File: src/hdl/sha1b_pkg.sv
// Shared constants and helper functions for the SHA-1 byte stream hasher.
package sha1b_pkg;

    localparam int WORD_W     = 32;
    localparam int DIGEST_N   = 5;
    localparam int BLOCK_N    = 16;
    localparam int ROUND_N    = 80;

    localparam logic [7:0]  PAD_BYTE = 8'h80;

    localparam logic [31:0] K_R0 = 32'h5A827999;
    localparam logic [31:0] K_R1 = 32'h6ED9EBA1;
    localparam logic [31:0] K_R2 = 32'h8F1BBCDC;
    localparam logic [31:0] K_R3 = 32'hCA62C1D6;

    typedef logic [WORD_W-1:0] word_t;

    // Initial chaining value, word by word
    function automatic word_t sha1b_iv(input logic [2:0] idx);
        word_t v;
        unique case (idx)
            3'd0:    v = 32'h67452301;
            3'd1:    v = 32'hefcdab89;
            3'd2:    v = 32'h98badcfe;
            3'd3:    v = 32'h10325476;
            3'd4:    v = 32'hc3d2e1f0;
            default: v = '0;
        endcase
        return v;
    endfunction

    // Round constant for round 0..79
    function automatic word_t sha1b_k(input logic [6:0] rnd);
        word_t v;
        if (rnd < 7'd20)
            v = K_R0;
        else if (rnd < 7'd40)
            v = K_R1;
        else if (rnd < 7'd60)
            v = K_R2;
        else
            v = K_R3;
        return v;
    endfunction

    // Round mixing function for round 0..79
    function automatic word_t sha1b_f(input logic [6:0] rnd, input word_t b,
                                      input word_t c, input word_t d);
        word_t v;
        if (rnd < 7'd20)
            v = (b & c) | (~b & d);
        else if (rnd >= 7'd40 && rnd < 7'd60)
            v = (b & c) | (b & d) | (c & d);
        else
            v = b ^ c ^ d;
        return v;
    endfunction

endpackage

File: src/hdl/sha1b_msg_if.sv
// Message byte channel: valid/ready handshake plus the byte payload.
interface sha1b_msg_if;
    logic       valid;
    logic       ready;
    logic [7:0] data_byte;
    logic       has_byte;
    logic       last_byte;

    modport source (output valid, output data_byte, output has_byte, output last_byte,
                    input ready);
    modport sink   (input valid, input data_byte, input has_byte, input last_byte,
                    output ready);
endinterface

File: src/hdl/sha1b_digest_if.sv
// Digest channel: valid/ready handshake plus one digest word per request.
interface sha1b_digest_if;
    logic        valid;
    logic        ready;
    logic [31:0] digest_word;
    logic [2:0]  word_index;
    logic        final_word;

    modport source (output valid, output digest_word, output word_index, output final_word,
                    input ready);
    modport sink   (input valid, input digest_word, input word_index, input final_word,
                    output ready);
endinterface

File: src/hdl/sha1_byte_stream_hasher.sv
// SHA-1 hasher top level: byte packing, padding, round sequencer and digest output.
//
// Usage:
//   msg    - sink channel, one request per cycle at most. has_byte marks data_byte as part
//            of the message; last_byte ends the message (a byte on the same request is
//            hashed first). has_byte=0, last_byte=0 is an idle request and does nothing.
//   digest - source channel, five requests per message end: word_index 0..4, most
//            significant word first, final_word on word 4.
// Operation:
//   A message byte is taken only in the idle state. The byte that completes a 64-byte block
//   starts a compression: the chaining value is read from its RAM, then 80 rounds at one
//   per cycle (message words come from the block RAM for rounds 0..15 and from a 16-word
//   schedule window after that), then the sums are added and written back. A message end
//   adds padding writes, one or two compressions, and the digest word reads. No message
//   bytes are taken while a compression, padding or digest output is under way.
// Reset:
//   Clears the byte position and bit length and marks the chaining value as the initial
//   value; no RAM clearing pass is needed.
// Stall:
//   The digest words sit in an output register. While the receiver holds ready low the
//   next word waits in the chain RAM read register; after the last word is loaded the
//   block takes new message bytes even if that word is not yet taken.
module sha1_byte_stream_hasher (
    input  logic           clk,
    input  logic           rst_n,
    sha1b_msg_if.sink      msg,
    sha1b_digest_if.source digest
);
    import sha1b_pkg::*;

    // Sequencer states
    localparam logic [2:0] ST_IDLE  = 3'd0;
    localparam logic [2:0] ST_LOAD  = 3'd1;
    localparam logic [2:0] ST_ROUND = 3'd2;
    localparam logic [2:0] ST_WB    = 3'd3;
    localparam logic [2:0] ST_PADF  = 3'd4;
    localparam logic [2:0] ST_PADW  = 3'd5;
    localparam logic [2:0] ST_DRD   = 3'd6;
    localparam logic [2:0] ST_DWAIT = 3'd7;

    // What follows a compression
    localparam logic [1:0] POST_IDLE   = 2'd0;
    localparam logic [1:0] POST_PAD    = 2'd1;
    localparam logic [1:0] POST_EXTRA  = 2'd2;
    localparam logic [1:0] POST_DIGEST = 2'd3;

    localparam logic [2:0] LAST_IDX  = 3'(DIGEST_N - 1);
    localparam logic [6:0] LAST_RND  = 7'(ROUND_N - 1);
    localparam logic [3:0] LEN_HI_W  = 4'd14;
    localparam logic [3:0] LEN_LO_W  = 4'd15;

    logic [2:0]  state_reg, state_next;
    logic [2:0]  cnt_reg, cnt_next;
    logic [6:0]  round_reg, round_next;
    logic [1:0]  post_reg, post_next;
    logic        fresh_reg, fresh_next;
    logic [5:0]  byte_pos_reg, byte_pos_next;
    logic [63:0] len_reg, len_next;
    word_t       acc_reg, acc_next;
    logic [3:0]  widx_reg, widx_next;
    logic        len_phase_reg, len_phase_next;
    word_t       a_reg, a_next, b_reg, b_next, c_reg, c_next, d_reg, d_next, e_reg, e_next;
    word_t       win_reg [BLOCK_N];
    word_t       win_next [BLOCK_N];
    logic        out_valid_reg, out_valid_next;
    word_t       out_word_reg, out_word_next;
    logic [2:0]  out_idx_reg, out_idx_next;
    logic        out_final_reg, out_final_next;

    // RAM ports
    logic        blk_wr_en;
    logic [3:0]  blk_wr_addr;
    word_t       blk_wr_data;
    logic        blk_rd_en;
    logic [3:0]  blk_rd_addr;
    word_t       blk_rd_data;
    logic        chain_wr_en;
    logic [2:0]  chain_wr_addr;
    word_t       chain_wr_data;
    logic        chain_rd_en;
    logic [2:0]  chain_rd_addr;
    word_t       chain_rd_raw;
    word_t       chain_rd;

    logic        msg_fire;
    logic        out_free;
    logic [2:0]  cnt_prev;
    word_t       acc_ins;
    word_t       pad_word;
    word_t       w_cur;
    word_t       w_exp;
    word_t       t_sum;

    sha1b_ram #(.WIDTH(WORD_W), .DEPTH(BLOCK_N)) u_block_ram (
        .clk     (clk),
        .wr_en   (blk_wr_en),
        .wr_addr (blk_wr_addr),
        .wr_data (blk_wr_data),
        .rd_en   (blk_rd_en),
        .rd_addr (blk_rd_addr),
        .rd_data (blk_rd_data)
    );

    sha1b_ram #(.WIDTH(WORD_W), .DEPTH(DIGEST_N)) u_chain_ram (
        .clk     (clk),
        .wr_en   (chain_wr_en),
        .wr_addr (chain_wr_addr),
        .wr_data (chain_wr_data),
        .rd_en   (chain_rd_en),
        .rd_addr (chain_rd_addr),
        .rd_data (chain_rd_raw)
    );

    assign msg.ready    = (state_reg == ST_IDLE);
    assign msg_fire     = msg.valid && msg.ready;
    assign out_free     = !out_valid_reg || digest.ready;
    assign cnt_prev     = cnt_reg - 3'd1;

    // Chain value read: the initial value stands in until the first write-back
    assign chain_rd = fresh_reg ? sha1b_iv(cnt_prev) : chain_rd_raw;

    // Byte insertion into the word being packed (slot 0 starts a new word)
    always_comb
    begin
        case (byte_pos_reg[1:0])
            2'd0:    acc_ins = {msg.data_byte, 24'h0};
            2'd1:    acc_ins = {acc_reg[31:24], msg.data_byte, 16'h0};
            2'd2:    acc_ins = {acc_reg[31:16], msg.data_byte, 8'h0};
            default: acc_ins = {acc_reg[31:8], msg.data_byte};
        endcase
    end

    // First padding word: bytes so far, then 0x80, then zeros
    always_comb
    begin
        case (byte_pos_reg[1:0])
            2'd0:    pad_word = {PAD_BYTE, 24'h0};
            2'd1:    pad_word = {acc_reg[31:24], PAD_BYTE, 16'h0};
            2'd2:    pad_word = {acc_reg[31:16], PAD_BYTE, 8'h0};
            default: pad_word = {acc_reg[31:8], PAD_BYTE};
        endcase
    end

    // Message schedule and round adder
    assign w_exp = {win_reg[13][30:0] ^ win_reg[8][30:0] ^ win_reg[2][30:0] ^ win_reg[0][30:0],
                    win_reg[13][31] ^ win_reg[8][31] ^ win_reg[2][31] ^ win_reg[0][31]};
    assign w_cur = (round_reg < 7'(BLOCK_N)) ? blk_rd_data : w_exp;
    assign t_sum = {a_reg[26:0], a_reg[31:27]} + sha1b_f(round_reg, b_reg, c_reg, d_reg)
                 + e_reg + sha1b_k(round_reg) + w_cur;

    // Sequencer
    always_comb
    begin
        state_next     = state_reg;
        cnt_next       = cnt_reg;
        round_next     = round_reg;
        post_next      = post_reg;
        fresh_next     = fresh_reg;
        byte_pos_next  = byte_pos_reg;
        len_next       = len_reg;
        acc_next       = acc_reg;
        widx_next      = widx_reg;
        len_phase_next = len_phase_reg;
        a_next         = a_reg;
        b_next         = b_reg;
        c_next         = c_reg;
        d_next         = d_reg;
        e_next         = e_reg;
        for (int i = 0; i < BLOCK_N; i++)
        begin
            win_next[i] = win_reg[i];
        end
        out_valid_next = out_valid_reg && !digest.ready;
        out_word_next  = out_word_reg;
        out_idx_next   = out_idx_reg;
        out_final_next = out_final_reg;

        blk_wr_en      = 1'b0;
        blk_wr_addr    = byte_pos_reg[5:2];
        blk_wr_data    = acc_ins;
        blk_rd_en      = 1'b0;
        blk_rd_addr    = '0;
        chain_wr_en    = 1'b0;
        chain_wr_addr  = cnt_prev;
        chain_wr_data  = chain_rd + a_reg;
        chain_rd_en    = 1'b0;
        chain_rd_addr  = cnt_reg;

        unique case (state_reg)
            ST_IDLE:
            begin
                if (msg_fire)
                begin
                    if (msg.has_byte)
                    begin
                        acc_next      = acc_ins;
                        blk_wr_en     = (byte_pos_reg[1:0] == 2'd3);
                        len_next      = len_reg + 64'd8;
                        byte_pos_next = byte_pos_reg + 6'd1;
                    end
                    if (msg.has_byte && byte_pos_reg == 6'd63)
                    begin
                        state_next = ST_LOAD;
                        cnt_next   = '0;
                        post_next  = msg.last_byte ? POST_PAD : POST_IDLE;
                    end
                    else if (msg.last_byte)
                    begin
                        state_next = ST_PADF;
                    end
                end
            end

            ST_PADF:
            begin
                blk_wr_en   = 1'b1;
                blk_wr_addr = byte_pos_reg[5:2];
                blk_wr_data = pad_word;
                if (byte_pos_reg[5:2] == LEN_LO_W)
                begin
                    state_next = ST_LOAD;
                    cnt_next   = '0;
                    post_next  = POST_EXTRA;
                end
                else
                begin
                    state_next     = ST_PADW;
                    widx_next      = byte_pos_reg[5:2] + 4'd1;
                    len_phase_next = (byte_pos_reg[5:2] < LEN_HI_W);
                end
            end

            ST_PADW:
            begin
                blk_wr_en   = 1'b1;
                blk_wr_addr = widx_reg;
                if (len_phase_reg && widx_reg == LEN_HI_W)
                    blk_wr_data = len_reg[63:32];
                else if (len_phase_reg && widx_reg == LEN_LO_W)
                    blk_wr_data = len_reg[31:0];
                else
                    blk_wr_data = '0;
                widx_next = widx_reg + 4'd1;
                if (widx_reg == LEN_LO_W)
                begin
                    state_next = ST_LOAD;
                    cnt_next   = '0;
                    post_next  = len_phase_reg ? POST_DIGEST : POST_EXTRA;
                end
            end

            // Read the chaining value into the working registers
            ST_LOAD:
            begin
                chain_rd_en = (cnt_reg < 3'(DIGEST_N));
                if (cnt_reg != 3'd0)
                begin
                    a_next = b_reg;
                    b_next = c_reg;
                    c_next = d_reg;
                    d_next = e_reg;
                    e_next = chain_rd;
                end
                if (cnt_reg == 3'(DIGEST_N))
                begin
                    blk_rd_en   = 1'b1;
                    blk_rd_addr = '0;
                    state_next  = ST_ROUND;
                    round_next  = '0;
                end
                else
                begin
                    cnt_next = cnt_reg + 3'd1;
                end
            end

            // One SHA-1 round per cycle
            ST_ROUND:
            begin
                blk_rd_en   = (round_reg < 7'(BLOCK_N - 1));
                blk_rd_addr = round_reg[3:0] + 4'd1;
                for (int i = 0; i < BLOCK_N - 1; i++)
                begin
                    win_next[i] = win_reg[i + 1];
                end
                win_next[BLOCK_N - 1] = w_cur;
                e_next = d_reg;
                d_next = c_reg;
                c_next = {b_reg[1:0], b_reg[31:2]};
                b_next = a_reg;
                a_next = t_sum;
                round_next = round_reg + 7'd1;
                if (round_reg == LAST_RND)
                begin
                    state_next = ST_WB;
                    cnt_next   = '0;
                end
            end

            // Add the working registers into the chaining value
            ST_WB:
            begin
                chain_rd_en = (cnt_reg < 3'(DIGEST_N));
                if (cnt_reg != 3'd0)
                begin
                    chain_wr_en = 1'b1;
                    a_next = b_reg;
                    b_next = c_reg;
                    c_next = d_reg;
                    d_next = e_reg;
                end
                if (cnt_reg == 3'(DIGEST_N))
                begin
                    fresh_next = 1'b0;
                    cnt_next   = '0;
                    unique case (post_reg)
                        POST_IDLE:   state_next = ST_IDLE;
                        POST_PAD:    state_next = ST_PADF;
                        POST_EXTRA:
                        begin
                            state_next     = ST_PADW;
                            widx_next      = '0;
                            len_phase_next = 1'b1;
                        end
                        POST_DIGEST: state_next = ST_DRD;
                        default:     state_next = ST_IDLE;
                    endcase
                end
                else
                begin
                    cnt_next = cnt_reg + 3'd1;
                end
            end

            ST_DRD:
            begin
                chain_rd_en = 1'b1;
                state_next  = ST_DWAIT;
                cnt_next    = cnt_reg + 3'd1;
            end

            // Hand the word to the output register once it is free
            ST_DWAIT:
            begin
                if (out_free)
                begin
                    out_valid_next = 1'b1;
                    out_word_next  = chain_rd;
                    out_idx_next   = cnt_prev;
                    out_final_next = (cnt_prev == LAST_IDX);
                    if (cnt_prev == LAST_IDX)
                    begin
                        state_next    = ST_IDLE;
                        fresh_next    = 1'b1;
                        byte_pos_next = '0;
                        len_next      = '0;
                    end
                    else
                    begin
                        state_next = ST_DRD;
                        cnt_next   = cnt_prev + 3'd1;
                    end
                end
            end

            default:
            begin
                state_next = ST_IDLE;
            end
        endcase
    end

    // Control registers
    always_ff @(posedge clk or negedge rst_n)
    begin
        if (!rst_n)
        begin
            state_reg     <= ST_IDLE;
            cnt_reg       <= '0;
            round_reg     <= '0;
            post_reg      <= POST_IDLE;
            fresh_reg     <= 1'b1;
            byte_pos_reg  <= '0;
            len_reg       <= '0;
            widx_reg      <= '0;
            len_phase_reg <= 1'b0;
            out_valid_reg <= 1'b0;
        end
        else
        begin
            state_reg     <= state_next;
            cnt_reg       <= cnt_next;
            round_reg     <= round_next;
            post_reg      <= post_next;
            fresh_reg     <= fresh_next;
            byte_pos_reg  <= byte_pos_next;
            len_reg       <= len_next;
            widx_reg      <= widx_next;
            len_phase_reg <= len_phase_next;
            out_valid_reg <= out_valid_next;
        end
    end

    // Datapath registers
    always_ff @(posedge clk)
    begin
        acc_reg       <= acc_next;
        a_reg         <= a_next;
        b_reg         <= b_next;
        c_reg         <= c_next;
        d_reg         <= d_next;
        e_reg         <= e_next;
        out_word_reg  <= out_word_next;
        out_idx_reg   <= out_idx_next;
        out_final_reg <= out_final_next;
        for (int i = 0; i < BLOCK_N; i++)
        begin
            win_reg[i] <= win_next[i];
        end
    end

    assign digest.valid       = out_valid_reg;
    assign digest.digest_word = out_word_reg;
    assign digest.word_index  = out_idx_reg;
    assign digest.final_word  = out_final_reg;

    // Checks
    a_final_matches_index: assert property (@(posedge clk) disable iff (!rst_n)
        digest.valid |-> (digest.final_word == (digest.word_index == LAST_IDX)))
        else $error("final_word does not match word_index");

    a_block_full_starts_load: assert property (@(posedge clk) disable iff (!rst_n)
        (msg_fire && msg.has_byte && byte_pos_reg == 6'd63) |=> (state_reg == ST_LOAD))
        else $error("full block did not start a compression");

    a_fresh_clears_message: assert property (@(posedge clk) disable iff (!rst_n)
        $rose(fresh_reg) |-> (byte_pos_reg == 6'd0 && len_reg == 64'd0))
        else $error("chaining value reset without clearing message state");

    a_no_chain_write_in_rounds: assert property (@(posedge clk) disable iff (!rst_n)
        (state_reg == ST_ROUND) |-> !chain_wr_en)
        else $error("chaining value written during rounds");

endmodule

File: src/hdl/sha1b_ram.sv
// Generic single-write, single-read RAM with registered read data.
module sha1b_ram #(
    parameter int WIDTH = 32,
    parameter int DEPTH = 16
) (
    input  logic                     clk,
    input  logic                     wr_en,
    input  logic [$clog2(DEPTH)-1:0] wr_addr,
    input  logic [WIDTH-1:0]         wr_data,
    input  logic                     rd_en,
    input  logic [$clog2(DEPTH)-1:0] rd_addr,
    output logic [WIDTH-1:0]         rd_data
);

    logic [WIDTH-1:0] mem_reg [DEPTH];
    logic [WIDTH-1:0] rd_data_reg;

    // Write port
    always_ff @(posedge clk)
    begin
        if (wr_en)
        begin
            mem_reg[wr_addr] <= wr_data;
        end
    end

    // Registered read port, holds its data while rd_en is low
    always_ff @(posedge clk)
    begin
        if (rd_en)
        begin
            rd_data_reg <= mem_reg[rd_addr];
        end
    end

    assign rd_data = rd_data_reg;

endmodule
File: src/flat_wrapper.sv
// flat-port wrapper written by rule: the top's interface ports become plain ports
module sha1_byte_stream_hasher_flat import sha1b_pkg::*;
  (clk, rst_n, msg_valid, msg_data_byte, msg_has_byte, msg_last_byte, msg_ready, digest_valid, digest_digest_word, digest_word_index, digest_final_word, digest_ready);
  sha1b_msg_if msg_i ();
  sha1b_digest_if digest_i ();
  input  logic clk;
  input  logic rst_n;
  input wire logic [$bits(msg_i.valid)-1:0] msg_valid;
  input wire logic [$bits(msg_i.data_byte)-1:0] msg_data_byte;
  input wire logic [$bits(msg_i.has_byte)-1:0] msg_has_byte;
  input wire logic [$bits(msg_i.last_byte)-1:0] msg_last_byte;
  output wire logic [$bits(msg_i.ready)-1:0] msg_ready;
  output wire logic [$bits(digest_i.valid)-1:0] digest_valid;
  output wire logic [$bits(digest_i.digest_word)-1:0] digest_digest_word;
  output wire logic [$bits(digest_i.word_index)-1:0] digest_word_index;
  output wire logic [$bits(digest_i.final_word)-1:0] digest_final_word;
  input wire logic [$bits(digest_i.ready)-1:0] digest_ready;
  assign msg_i.valid = msg_valid;
  assign msg_i.data_byte = msg_data_byte;
  assign msg_i.has_byte = msg_has_byte;
  assign msg_i.last_byte = msg_last_byte;
  assign msg_ready = msg_i.ready;
  assign digest_valid = digest_i.valid;
  assign digest_digest_word = digest_i.digest_word;
  assign digest_word_index = digest_i.word_index;
  assign digest_final_word = digest_i.final_word;
  assign digest_i.ready = digest_ready;
  sha1_byte_stream_hasher u_core (.clk(clk), .rst_n(rst_n), .msg(msg_i), .digest(digest_i));
endmodule
File: config.mk
export PLATFORM = sky130hd
export DESIGN_NAME = sha1_byte_stream_hasher_flat
export DESIGN_NICKNAME = d
export VERILOG_FILES = /design/src/hdl/sha1b_pkg.sv /design/src/hdl/sha1b_msg_if.sv /design/src/hdl/sha1b_digest_if.sv /design/src/hdl/sha1_byte_stream_hasher.sv /design/src/hdl/sha1b_ram.sv /design/src/flat_wrapper.sv
export SDC_FILE = /design/constraint.sdc
export NUM_CORES = 2
export LEC_CHECK = 0
export ABC_AREA = 1
export BUFFER_PORTS_ARGS = -buffer_cell sky130_fd_sc_hd__buf_2
export CORE_MARGIN = 4
export CORE_UTILIZATION = 49
export DETAILED_ROUTE_END_ITERATION = 12
export PLACE_DENSITY = 0.7
export REMOVE_ABC_BUFFERS = 1
export SLEW_MARGIN = 5
export SYNTH_ARGS = -nofsm -noshare
export SYNTH_HDL_FRONTEND = slang
export SYNTH_HIERARCHICAL = 1
export SYNTH_SLANG_ARGS = --single-unit
File: constraint.sdc
create_clock -name clk -period 30.6 [get_ports clk]
set_clock_uncertainty 0.2 [all_clocks]
set_input_delay 7.65 -clock clk [delete_from_list [all_inputs] [get_ports clk]]
set_output_delay 7.65 -clock clk [all_outputs]
set_load 0.01 [all_outputs]
==> Implementation_results.wiki <==
{| class="wikitable"
! Metric !! Value
|-
| Crit path cell chain || buf_2 -> nand2_1 -> nor2_2 -> buf_4 -> inv_1 -> o21ai_0 -> nand3b_1 -> nor2_4 -> buf_4
|-
| Async set-reset flop share out of synthesis || 5.72%
|-
| Seq cells post-synth || between 1500 and 2000
|-
| Clock buffer count from CTS || between 150 and 200
|-
| Number of global-route vias before repair || roughly 45000
|-
| Warning count from the yosys run || 6
|-
| Relative max-transition margin || about a fifth
|-
| Num rows || ~140
|-
| Layer with the highest usage || met2
|-
| Total core area || around 140000 sq um
|-
| Clock sink total || approximately 1600
|-
| Portion of the post-synthesis area used by sequential elements || 65.2%
|-
| Hold Crit Depth || 0
|-
| Levels on crit path || 9
|-
| Buffer cell driving the clock tree root || sky130_fd_sc_hd__clkbuf_16
|-
| Worst-margin pin slew || roughly 1.2 ns
|-
| Signed area change from the synthesized netlist to the final layout || 10.3%
|-
| Critical path peak fanout || 27
|-
| Maximum number of pins on one net before global-route repair || 128
|-
| Count of input and output buffers || 51
|-
| Mapped Avg Cell Area || ~11 sq um
|-
| Cell with the most instances on the worst path || sky130_fd_sc_hd__buf_4
|-
| Most common cell after layout, fill and taps aside || sky130_fd_sc_hd__nand2_1
|-
| Horiz. Die Dim || 389 microns
|-
| Reported max-cap violation count || 0
|-
| Deepest clock path buffer count || 3
|-
| Startpoint of the worst setup timing path || msg_has_byte
|-
| Total buffers and inverters traversed by the critical path || 4
|-
| DRC violation count after routing || 0
|-
| Hold Buf Count CTS || 0
|-
| Pre-antenna DRT Iters || 6
|-
| Multi-input gate area in the final layout || roughly 20000 sq um
|-
| Floorplan die height || 389 microns
|-
| Number of failing setup endpoints in the final timing report || 0
|-
| Met2 Usage GRT || about 35%
|-
| Total Neg Setup Slack || 0 ns
|-
| Global routing met1 resource utilization || 33.2%
|-
| Final weighted congestion in routability-driven placement || ~0.97
|-
| Clk Latency, worst-skew pair || ~0.79 ns
|-
| Setup Buffers After CTS || 0
|-
| Final-layout fill cell count || between 10000 and 15000
|-
| Clock-pin slew on the worst setup and hold paths || 0.06 ns
|-
| Register-to-register setup slack || about 24 ns
|-
| Via count normalized by instance count || approximately 5.4
|-
| H-tree lvl count || 4
|-
| Hold EP || u_core/win_reg[0][89]
|-
| Classification of the worst setup path || input port to register
|-
| Result of the run || finished, final reports clean
|-
| End of the worst register-to-register path || u_core/a_reg[25]
|-
| Total half-perimeter wirelength after legalization and detailed placement || roughly 110000 microns
|-
| Gate family responsible for the most delay along the worst path || simple AND/OR/NAND/NOR gates
|-
| Initial standard-cell utilization of the core || between 40% and 50%
|-
| Fraction of final layout cells with drive strength greater than 1 || under 10%
|-
| Worst Hold Class || register to register
|-
| Number of gates resized after CTS || 0
|-
| Post-layout nets || slightly below 7000
|-
| Reg2Reg Launch Point || u_core/round_reg[4]
|-
| Global-route met3 utilization || about 3.6%
|-
| Worst min-delay path startpoint || u_core/win_reg[0][121]
|-
| Final Max Tran Viols || 0
|-
| Worst Setup End Kind || register
|-
| Number of DRC markers in iteration 0 || 5302
|-
| Arrival time of the worst setup path || around 11 ns
|-
| Number of vias after detailed routing || approximately 47000
|-
| Leading cell types in the layout, fill and taps excluded || sky130_fd_sc_hd__nand2_1 (1630), sky130_fd_sc_hd__edfxtp_1 (1468), sky130_fd_sc_hd__inv_1 (1034)
|-
| Final period util || approximately 34%
|-
| Startpoint class of the critical path || input port
|-
| Number of antenna violations at the first check in global routing || 8
|-
| Cell with the largest stage delay on the worst path || sky130_fd_sc_hd__nor2_4
|-
| TritonCTS clock tree || done
|-
| Total congestion overflow after global routing || 0
|-
| Most common flop cell mapped by yosys || sky130_fd_sc_hd__edfxtp_1
|-
| Number of flops mapped to enable cells by yosys || 1468
|-
| Maximum clock frequency || a little under 0.1 GHz
|-
| Number of routed nets with antenna violations || 0
|-
| DRT Wirelength || 177000 microns
|-
| DR WL/cell || between 20 and 25 microns
|-
| Number of cells produced by synthesis || 6506
|-
| Area of the mapped netlist || a little over 70000 sq um
|-
| Final hold violations || 0
|-
| Seq. cell area || 46300 sq um
|-
| CP Data Required Time || just over 30 ns
|-
| I/O pin cnt || between 50 and 60
|-
| Unrepaired setup endpoints after global routing || no
|-
| R2R depth || 23
|-
| Slowest stage delay, CP || approximately 0.71 ns
|-
| Shortest period the worst path allows || just over 10 ns
|-
| Wire length of the first global-routing pass || roughly 270000 microns
|-
| Global-route total usage across every layer || between 20% and 30%
|-
| Die Footprint || about 150000 sq um
|-
| Yosys cell types || between 50 and 60
|}
## area by class of cell
| type | instances | share of cell area (%) |
|---|---|---|
| antenna | 2 | 0.00638 |
| clock buffer | 193 | 5.20 |
| clock inverter | 85 | 1.22 |
| inverter | 1055 | 5.07 |
| multi-input combinational | 3674 | 25.3 |
| sequential | 1557 | 59.1 |
| tap | 1903 | 3.04 |
| timing repair buffer | 130 | 1.10 |
## synth_stat cells (31+ instances only)
cell / instances / area [sq um]
sky130_fd_sc_hd__nand2_1: 1633 / 6130
sky130_fd_sc_hd__edfxtp_1: 1468 / 44100
sky130_fd_sc_hd__inv_1: 1036 / 3890
sky130_fd_sc_hd__nand3_1: 585 / 2930
sky130_fd_sc_hd__o21ai_0: 340 / 1700
sky130_fd_sc_hd__nor2_1: 278 / 1040
sky130_fd_sc_hd__a21oi_1: 148 / 741
sky130_fd_sc_hd__fa_1: 121 / 2420
sky130_fd_sc_hd__xnor2_1: 94 / 823
sky130_fd_sc_hd__ha_1: 89 / 1110
sky130_fd_sc_hd__clkbuf_1: 88 / 330
sky130_fd_sc_hd__dfrtp_1: 88 / 2200
sky130_fd_sc_hd__nor3_1: 68 / 340
sky130_fd_sc_hd__buf_2: 60 / 300
sky130_fd_sc_hd__xor2_1: 47 / 412
sky130_fd_sc_hd__nand4_1: 45 / 282
sky130_fd_sc_hd__buf_6: 37 / 417
sky130_fd_sc_hd__or2_2: 31 / 194
## worst max path at each step
stage / slack [ns] / endpoint
after floorplan: 15.51 / u_core/u_block_ram/rd_data[0]
after global placement: 19.57 / u_core/u_block_ram/mem_reg[8][3]
after detailed placement: 19.51 / u_core/u_block_ram/mem_reg[9][3]
after CTS: 20.35 / u_core/u_block_ram/mem_reg[9][13]
after global routing: 20.20 / u_core/u_block_ram/mem_reg[9][10]
final: 20.28 / u_core/u_block_ram/mem_reg[9][10]
## cell families (layout without fill, tap and decap cells)
group	count (synthesis)	in the layout	synth area share [%]
compound gates	649	649	5.10
xor+xnor	141	141	1.74
fa+ha+maj	210	210	4.97
buf+inv	1275	1463	7.31
flops	1557	1557	65.2
mux	2	2	0.0299
other cells	0	2	0
simple gates	2672	2672	15.7
## worst register-to-register path: cells and delay by family (launching register included)
family,cells,cell delay (ns)
AOI/OAI and AO/OA,3,1.17
adders and majority gates,5,1.88
buffers and inverters,6,1.08
DFF,1,0.42
and+or+nand+nor,9,1.42
## metal layers
metal / vias to the layer above / part of all wire [%]
met3: 373 / 8.3
met5: - / 0.0073
met1: 22438 / 42
met4: 2 / 4.4
met2: 2178 / 45
li1: 21790 / -
## through the flow
stage / cells / hold WS [ns] / util [%] / setup WS, ns / area [sq um]
finish: 8599 / 0.197 / 54.5 / 20.28 / 78400
global placement: 8319 / 0.201 / 51.0 / 19.57 / 73400
CTS: 8597 / 0.194 / 54.5 / 20.35 / 78400
floorplan: 6286 / 0.200 / - / 15.51 / 69800
global route: 8597 / 0.191 / 54.5 / 20.20 / 78400
detailed placement: 8319 / 0.205 / 51.0 / 19.51 / 73400
Power is left out: the tool's default activity adds up to more than one toggle a clock period on the data nets, which glitch-free logic cannot reach.
